`src/hdl/aers_pkg.sv`:
```
package aers_pkg;

	// store size and derived widths
	localparam int AERS_CAPACITY = 64;
	localparam int AERS_IDX_W    = $clog2(AERS_CAPACITY);
	localparam int AERS_FILL_W   = $clog2(AERS_CAPACITY + 1);

	// one stored record
	typedef struct packed {
		logic [31:0] addr;
		logic [31:0] cnt;
	} rec_t;

	localparam int AERS_REC_W = $bits(rec_t);

	// input beat
	typedef struct packed {
		logic [31:0] address;
		logic [31:0] packet_count;
		logic        final_record;
	} in_beat_t;

	// output beat
	typedef struct packed {
		logic [31:0] sorted_address;
		logic [31:0] sorted_count;
		logic        last_out;
		logic        overflowed;
	} out_beat_t;

endpackage

```
`src/hdl/aers_ram.sv`:
```
module aers_ram #(
	parameter int WIDTH = 64,
	parameter int DEPTH = 64
) (
	input  logic                     clk,
	input  logic                     we,
	input  logic [$clog2(DEPTH)-1:0] waddr,
	input  logic [WIDTH-1:0]         wdata,
	input  logic                     re,
	input  logic [$clog2(DEPTH)-1:0] raddr,
	output logic [WIDTH-1:0]         rdata
);

	logic [WIDTH-1:0] mem_q [DEPTH];

	// one write port, one registered read port
	always_ff @(posedge clk) begin
		if (we) begin
			mem_q[waddr] <= wdata;
		end
		if (re) begin
			rdata <= mem_q[raddr];
		end
	end

endmodule

```
`src/hdl/address_record_exchange_sorter.sv`:
```
// channel | valid     | ready     | payload
// input   | in_valid  | in_ready  | in_data  (in_beat_t)
// output  | out_valid | out_ready | out_data (out_beat_t)
//
// a record is loaded, takes its share of the sort and is then emitted; the sort sets the pace.
// sort: one record-store read per position pair, plus a drain, an idle and a write-back
// step per outer position; emit is a read then the output register, slowed by stalls.
// in_ready is low after the final beat until the emit state returns to load after the last emit read.
// reset clears control state only; the record store is not cleared.
module address_record_exchange_sorter
	import aers_pkg::*;
(
	input  logic      clk,
	input  logic      arst_n,
	input  logic      in_valid,
	output logic      in_ready,
	input  in_beat_t  in_data,
	output logic      out_valid,
	input  logic      out_ready,
	output out_beat_t out_data
);

	localparam logic [1:0] ST_LOAD = 2'd0;
	localparam logic [1:0] ST_SORT = 2'd1;
	localparam logic [1:0] ST_WB   = 2'd2;
	localparam logic [1:0] ST_EMIT = 2'd3;

	localparam logic [AERS_FILL_W-1:0] CAP_F = AERS_FILL_W'(AERS_CAPACITY);
	localparam logic [AERS_FILL_W-1:0] ONE_F = AERS_FILL_W'(1);

	logic [1:0]             state_q;
	logic [AERS_FILL_W-1:0] fill_q;
	logic                   ovf_q;
	logic [AERS_FILL_W-1:0] n_q;
	logic                   run_ovf_q;
	logic [AERS_FILL_W-1:0] i_q;
	logic [AERS_FILL_W-1:0] j_q;
	logic                   sort_s1;
	logic                   first_s1;
	logic                   emit_s1;
	logic                   last_s1;
	logic [AERS_IDX_W-1:0]  rj_s1;
	rec_t                   cur_q;
	logic                   out_valid_q;
	out_beat_t              out_q;

	logic                   ram_we;
	logic [AERS_IDX_W-1:0]  ram_waddr;
	logic [AERS_REC_W-1:0]  ram_wdata;
	logic                   ram_re;
	logic [AERS_IDX_W-1:0]  ram_raddr;
	logic [AERS_REC_W-1:0]  ram_rdata;
	rec_t                   rd_rec;

	logic                   has_room;
	logic [AERS_FILL_W-1:0] new_fill;
	logic                   sort_issue;
	logic                   emit_issue;
	logic                   do_swap;

	assign rd_rec   = rec_t'(ram_rdata);
	assign has_room = (fill_q < CAP_F);
	assign new_fill = has_room ? fill_q + ONE_F : fill_q;

	assign sort_issue = (state_q == ST_SORT) && (j_q < n_q);
	assign emit_issue = (state_q == ST_EMIT) && (j_q < n_q) && !emit_s1
		&& (!out_valid_q || out_ready);
	assign do_swap    = sort_s1 && !first_s1 && (cur_q.addr > rd_rec.addr);

	assign in_ready  = (state_q == ST_LOAD);
	assign out_valid = out_valid_q;
	assign out_data  = out_q;

	// record store port steering
	always_comb begin
		ram_we    = 1'b0;
		ram_waddr = rj_s1;
		ram_wdata = cur_q;
		ram_re    = 1'b0;
		ram_raddr = j_q[AERS_IDX_W-1:0];
		case (state_q)
			ST_LOAD: begin
				ram_we    = in_valid && has_room;
				ram_waddr = fill_q[AERS_IDX_W-1:0];
				ram_wdata = {in_data.address, in_data.packet_count};
			end
			ST_SORT: begin
				ram_re = sort_issue;
				ram_we = do_swap;
			end
			ST_WB: begin
				ram_we    = 1'b1;
				ram_waddr = i_q[AERS_IDX_W-1:0];
			end
			ST_EMIT: begin
				ram_re = emit_issue;
			end
			default: begin
				ram_we = 1'b0;
			end
		endcase
	end

	aers_ram #(
		.WIDTH(AERS_REC_W),
		.DEPTH(AERS_CAPACITY)
	) u_ram (
		.clk  (clk),
		.we   (ram_we),
		.waddr(ram_waddr),
		.wdata(ram_wdata),
		.re   (ram_re),
		.raddr(ram_raddr),
		.rdata(ram_rdata)
	);

	// control sequencer
	always_ff @(posedge clk or negedge arst_n) begin
		if (!arst_n) begin
			state_q     <= ST_LOAD;
			fill_q      <= '0;
			ovf_q       <= 1'b0;
			n_q         <= '0;
			run_ovf_q   <= 1'b0;
			i_q         <= '0;
			j_q         <= '0;
			sort_s1     <= 1'b0;
			first_s1    <= 1'b0;
			emit_s1     <= 1'b0;
			last_s1     <= 1'b0;
			out_valid_q <= 1'b0;
		end else begin
			sort_s1  <= sort_issue;
			first_s1 <= (j_q == i_q);
			emit_s1  <= emit_issue;
			last_s1  <= (j_q + ONE_F == n_q);

			case (state_q)
				ST_LOAD: begin
					if (in_valid) begin
						if (in_data.final_record) begin
							n_q       <= new_fill;
							run_ovf_q <= ovf_q | ~has_room;
							fill_q    <= '0;
							ovf_q     <= 1'b0;
							i_q       <= '0;
							j_q       <= '0;
							state_q   <= ST_SORT;
						end else begin
							fill_q <= new_fill;
							ovf_q  <= ovf_q | ~has_room;
						end
					end
				end
				ST_SORT: begin
					if (sort_issue) begin
						j_q <= j_q + ONE_F;
					end else if (!sort_s1) begin
						state_q <= ST_WB;
					end
				end
				ST_WB: begin
					if (i_q + ONE_F == n_q) begin
						j_q     <= '0;
						state_q <= ST_EMIT;
					end else begin
						i_q     <= i_q + ONE_F;
						j_q     <= i_q + ONE_F;
						state_q <= ST_SORT;
					end
				end
				ST_EMIT: begin
					if (emit_issue) begin
						j_q <= j_q + ONE_F;
					end else if (j_q == n_q) begin
						state_q <= ST_LOAD;
					end
				end
				default: begin
					state_q <= ST_LOAD;
				end
			endcase

			// output register valid
			if (emit_s1) begin
				out_valid_q <= 1'b1;
			end else if (out_ready) begin
				out_valid_q <= 1'b0;
			end
		end
	end

	// datapath registers: held record, read index, output beat
	always_ff @(posedge clk) begin
		rj_s1 <= j_q[AERS_IDX_W-1:0];
		if (sort_s1 && (first_s1 || do_swap)) begin
			cur_q <= rd_rec;
		end
		if (emit_s1) begin
			out_q.sorted_address <= rd_rec.addr;
			out_q.sorted_count   <= rd_rec.cnt;
			out_q.last_out       <= last_s1;
			out_q.overflowed     <= run_ovf_q;
		end
	end

endmodule

```
`config.mk`:
```
export PLATFORM = sky130hd
export DESIGN_NAME = address_record_exchange_sorter
export DESIGN_NICKNAME = d
export VERILOG_FILES = /design/src/hdl/aers_pkg.sv /design/src/hdl/aers_ram.sv /design/src/hdl/address_record_exchange_sorter.sv
export SDC_FILE = /design/constraint.sdc
export NUM_CORES = 2
export LEC_CHECK = 0
export ABC_AREA = 1
export BUFFER_PORTS_ARGS = -buffer_cell sky130_fd_sc_hd__clkbuf_2
export CAP_MARGIN = 10
export CORE_MARGIN = 2
export CORE_UTILIZATION = 60
export CTS_CLUSTER_DIAMETER = 80
export DETAILED_ROUTE_END_ITERATION = 12
export GPL_ROUTABILITY_DRIVEN = 1
export PLACE_DENSITY = 0.76
export SKIP_LAST_GASP = 1
export SLEW_MARGIN = 15
export SYNTH_ARGS = -nofsm -noshare
export SYNTH_HDL_FRONTEND = slang
export SYNTH_SLANG_ARGS = --single-unit
export TNS_END_PERCENT = 20
```
`constraint.sdc`:
```
create_clock -name clk -period 6.7 [get_ports clk]
set_input_delay 2.01 -clock clk [delete_from_list [all_inputs] [get_ports clk]]
set_output_delay 2.01 -clock clk [all_outputs]
set_load 0.02 [all_outputs]
```
; Yosys cells after proc, flatten, opt, wreduce, memory -nomap -nowiden
; Memories as Yosys holds them, arrays and structs flattened. A register that Yosys moved wholly into a read port is not among the register bits.
; Cells that the tools add are included.
; Widths: inputs -> output; s select.
[word_totals]
reg_bits = 173
ramBits = 4096
inputBits = 69
output_inout_bits = 68
word_cells = 92
memories = 1
[mem_list]
columns = name, depth, word_bits, read_ports, rd_clocked_by_memory_dff, wr, line_no
row1 = u_ram.mem_q, 64, 64, 1, 1, 1, aers_ram.sv:14  ; logic [WIDTH-1:0] mem_q [DEPTH];
[op_classes]
add_sub_neg = 3
order_cmp = 3
eq_ne = 16
n_mux = 27
bitwise = 2
n_reduce_logical = 21
[op_table]
columns = op, n
row1 = $mux 64, 1
row2 = $mux 7, 8
row3 = $gt 32x32->1, 1
row4 = $eq 7x7->1, 4
row5 = $pmux 7 s4, 1
row6 = $add 7x1->7 const B, 3
row7 = $mux 2, 7
row8 = $ne 2x2->1 const B, 7
row9 = $pmux 7 s2, 1
row10 = $pmux 6 s2, 1
row11 = $logic_and 1x1->1, 8
row12 = $pmux 2 s4, 1
row13 = $reduce_and 4->1, 2
row14 = $lt 7x7->1, 1
row15 = $lt 7x7->1 const B, 1
row16 = $reduce_and 6->1, 1
row17 = $mux 1, 5
row18 = $eq 2x2->1 const B, 2
row19 = $ne 2x1->1 const B, 2
row20 = $reduce_bool 2->1, 2
row21 = $logic_not 1->1, 3
row22 = $pmux 1 s3, 1
row23 = $reduce_and 3->1, 1
row24 = $eq 2x1->1 const B, 1
row25 = 6 further kinds, 7

; Depth between registers and ports, before layout
[depth]
word_depth = 6
mapped_depth = 18
ltp_nobuf = 17

; By module
; A second synthesis with hierarchy kept.
[hier_totals]
cells_unflattened = 14238
area_unflattened_um2 = 174120.7
[by_module_without_submodules]
columns = module, instances, cells_per_inst, area_each_um2, seq_area_each_um2
row1 = aers_ram, 1, 13405, 165946.7, 124919.8
row2 = address_record_exchange_sorter, 1, 833, 8174.1, 4949.7

; Least setup slack after synthesis
; OpenSTA, ideal clock, no wires.
[synth_timing]
kind = in2reg
startpoint = in in_valid
endpoint = mem u_ram.mem_q[10][0], enable pin
setup_ps = 486
arrival_time_ps = 5418
t_required_ps = 6214
path_slack_ps = 796
stages = 7
path_buffers = 1
path_cell_list = inv_1 > nor2_1 > a21oi_1 > nand2_1 > nand2_1 > buf_2 > nor2_1
[synth_via]
elab_chain_len = 4
[synth_lines]
columns = element, line_no
row1 = "start, declared", address_record_exchange_sorter.sv:15  ; input logic in_valid,
row2 = $logic_and 1x1->1, address_record_exchange_sorter.sv:83  ; ram_we = in_valid && has_room;
row3 = $pmux 1 s3, address_record_exchange_sorter.sv:81  ; case (state_q)
row4 = $mux 1, aers_ram.sv:18  ; if (we) begin
row5 = $mux 1 (implied by the code), aers_ram.sv:19  ; mem_q[waddr] <= wdata;
row6 = "end, declared", aers_ram.sv:14
; No other way between the ends.

; Worst setup path in the final report
[layout_timing]
startpoint = reg u_ram.rdata[47] (read register of u_ram.mem_q)
endpoint = mem u_ram.mem_q[43][30], enable pin
[layout_via]
elab_chain_len = 5
[layout_lines]
columns = element, line_no
row1 = "start, declared", aers_ram.sv:11  ; output logic [WIDTH-1:0] rdata
row2 = $gt 32x32->1, address_record_exchange_sorter.sv:68  ; assign do_swap = sort_s1 && !first_s1 && (cur_q.addr > rd_rec.addr);
row3 = $logic_and 1x1->1, address_record_exchange_sorter.sv:68
row4 = $pmux 1 s3, address_record_exchange_sorter.sv:81
row5 = $mux 1, aers_ram.sv:18
row6 = $mux 1 (implied by the code), aers_ram.sv:19
; No other way between the ends.

==> metrics.txt <==
outcome=complete, no violations; setup slack, reg-to-reg=1.55 ns; Req. time, crit path=7.34 ns; fmax=194 MHz; pwr dens=489 nW/um^2; worst skew pair latency=1.00 ns; worst hold path cell count=0; Post-synth EDFFs=4,290; Worst Max-Slew Pin Slew=1.25 ns; total negative slack=0 ns; max-slew violation count=0; Rows=195; Mapped Area=169,000 um^2; DR pass1 iterations=7; Int Power=56.4 mW; min-delay worst type=reg2reg; flops & latches, synth=4,333; core area=282,000 um^2; Yosys cell types=43; Stages on worst setup path=14; maximum vdd ir drop=0.581 mV; Final Non-Filler Cells=16,165; Overall Global Routing Usage=0.348; TritonCTS clock tree=built; Seq/Total Area, Yosys=0.767; root buffer cell=clkbuf_16; Synth Area in Compound Gates=0.129; Slew HR=0.167; Die X=535 um; filler instances=18,369; # port buffers=136; Cells after DPL=15,388; largest family of logic cells by synthesized area=compound AO/OA/AOI/OAI gates; vias in the first global route=107,603; total CTS buffers=422; ys flop type=edfxtp_1; share of cells above drive strength 1=0.0895; crit path capture type=flip-flop; most frequent cells in the layout=edfxtp_1, nor2_1, o21ai_0, o221ai_1, o211ai_1; area share of fa/ha/maj cells after synthesis=0.00310; Syn Inst Count=12,156; pin count of the biggest net entering global routing=213; CP max FO=32; slowest cell on the critical path=nor2_4; Synth Area per Inst=13.9 um^2; post-CTS setup buffers=0; hold_buf cts=0; initial antenna violation count=26; CP most frequent cell=nand2_1; final hold vios=0; Die Ht=535 um; DRT iter0 DRCs=22,479; CP Cell Sequence=inv_1 -> ha_1 -> nand4_1 -> nor2_1 -> nand2_1 -> nand2_1 -> nand2_1 -> nand2_1 -> nand3_1 -> nand2_1 -> nand2_4 -> buf_12 -> nor2_4 -> buf_4; CTS sink count=4,333; worst path bufs/invs=3; hold slack=0.423 ns; Resized cells post-CTS=0; CP delay by family, top=simple AND/OR/NAND/NOR gates; die area=287,000 um^2; first-pass GRT wire length=729,000 um; ys async rst share=0.00854; CP max stage delay=0.90 ns; Clock Skews=0.0697 ns; # IOs=137; RSZ-0062 raised after global routing=false; Initial Utilization=0.602; syn_nets=12,267; Total Routed Length=509,000 um; Yosys Warn Count=0; Final ANT Viol Nets=0; Via density=7.01; commonest non-fill, non-tap cell in the layout=edfxtp_1; Leakage=59.5 nW; Clock Power Share=0.261; switching share of power=0.387; Final Setup Violations=0; minimum clock period=5.15 ns; Simple-Gate Fraction of Synth Area=0.0738; sequential power share=0.406; CTS H-Tree Depth=5; total congestion overflow=0; Worst-path clk slew=0.06 ns; crit share post-route=0.769; WS Path Type=reg2reg; multiplexer share of the synthesized area=0; switching power=35.6 mW; nets=12,181; clock tree buffer depth=4; DRC=0; Worst Reg-to-Reg Cells=14; post-synthesis xor/xnor area fraction=0.00119; DP Wirelength=267,000 um; Max Cap Viol=0; crit path DAT=5.79 ns; RD Place Congestion=0.898; combinational share of power=0.333; P&R area growth vs syn=11.2%; WL/cell=31.5 um; kind of start point of the critical path=flip-flop; DR vias=113,367
## through the flow
stage | util | power, mW | cell area (um^2) | setup slack, ns
global route | 0.669 | 94.5 | 188000 | 1.57
detailed placement | 0.619 | 67.0 | 174000 | 1.44
finish | 0.669 | 92.0 | 188000 | 1.55
CTS | 0.669 | 90.8 | 188000 | 1.65
floorplan | - | 54.6 | 169000 | 0.796
global placement | 0.619 | 66.1 | 174000 | 1.46
## worst paths after layout
path                                 startpoint             endpoint
min in group asynchronous                arst_n            out_valid
worst min-delay path                    last_s1          out_data[1]
worst max-delay path            u_ram.rdata[47]  u_ram.mem_q[43][30]
max in group asynchronous                arst_n               j_q[3]
worst min register to register          last_s1          out_data[1]
worst max register to register  u_ram.rdata[47]  u_ram.mem_q[43][30]
## synthesized netlist by cell type (27+ instances only)
cell	instances	area share
clkbuf_1	548	0.012
nand3_1	474	0.014
dfrtp_1	37	0.0055
ha_1	42	0.0031
clkbuf_2	27	0.00080
buf_4	36	0.0016
nor2_1	2204	0.049
edfxtp_1	4290	0.76
o211ai_1	488	0.022
inv_1	82	0.0018
o21ai_1	231	0.0068
nand2_1	459	0.010
o21ai_0	1839	0.054
o22ai_1	452	0.017
buf_2	275	0.0081
o221ai_1	536	0.028
## layout make-up
class                           instances  area (um^2)  area share
Sequential cell                      4333       130000       0.690
Multi-Input combinational cell       6811        35600       0.189
Clock buffer                          508        11000      0.0582
Tap cell                             3743         4680      0.0249
Timing Repair Buffer                  415         3780      0.0201
Clock inverter                        263         3010      0.0160
Inverter                               87          400     0.00213
Antenna cell                            5         12.5   0.0000664
## power by group through the flow
stage                     Combinational (mW)  Sequential [mW]  Clock (mW)
after floorplan                         16.9             37.7           0
after global placement                  28.3             37.7           0
after detailed placement                29.2             37.8           0
after CTS                               29.5             37.3        24.0
after global routing                    31.9             37.4        25.1
final                                   30.6             37.3        24.0
## routing by layer
layer	up-vias	part of all wire	global-route usage
li1	46298	-	-
met1	55363	0.34	0.476
met2	10031	0.45	0.525
met3	1653	0.15	0.0840
met4	22	0.062	0.182
met5	-	0.00025	0
## logic make-up after synthesis
kind of cell               Yosys count
xor gates and xnor gates            23
DFF                               4333
adders and majority gates           42
AOI/OAI and AO/OA                 3588
buffers and inverters             1012
and+or+nand+nor                   3158
## state kept, by name, summed over array words and instances, names as in the netlist
signal / cells
i_q: 7
j_q: 7
out_data: 66
fill_q: 7
rj_s1: 6
cur_q: 64
emit_s1: 1
sort_s1: 1
ovf_q: 1
first_s1: 1
out_valid: 1
last_s1: 1
n_q: 7
state_q: 2
u_ram.mem_q: 4096
u_ram.rdata: 64
run_ovf_q: 1
(Power assumes the default switching activity.)
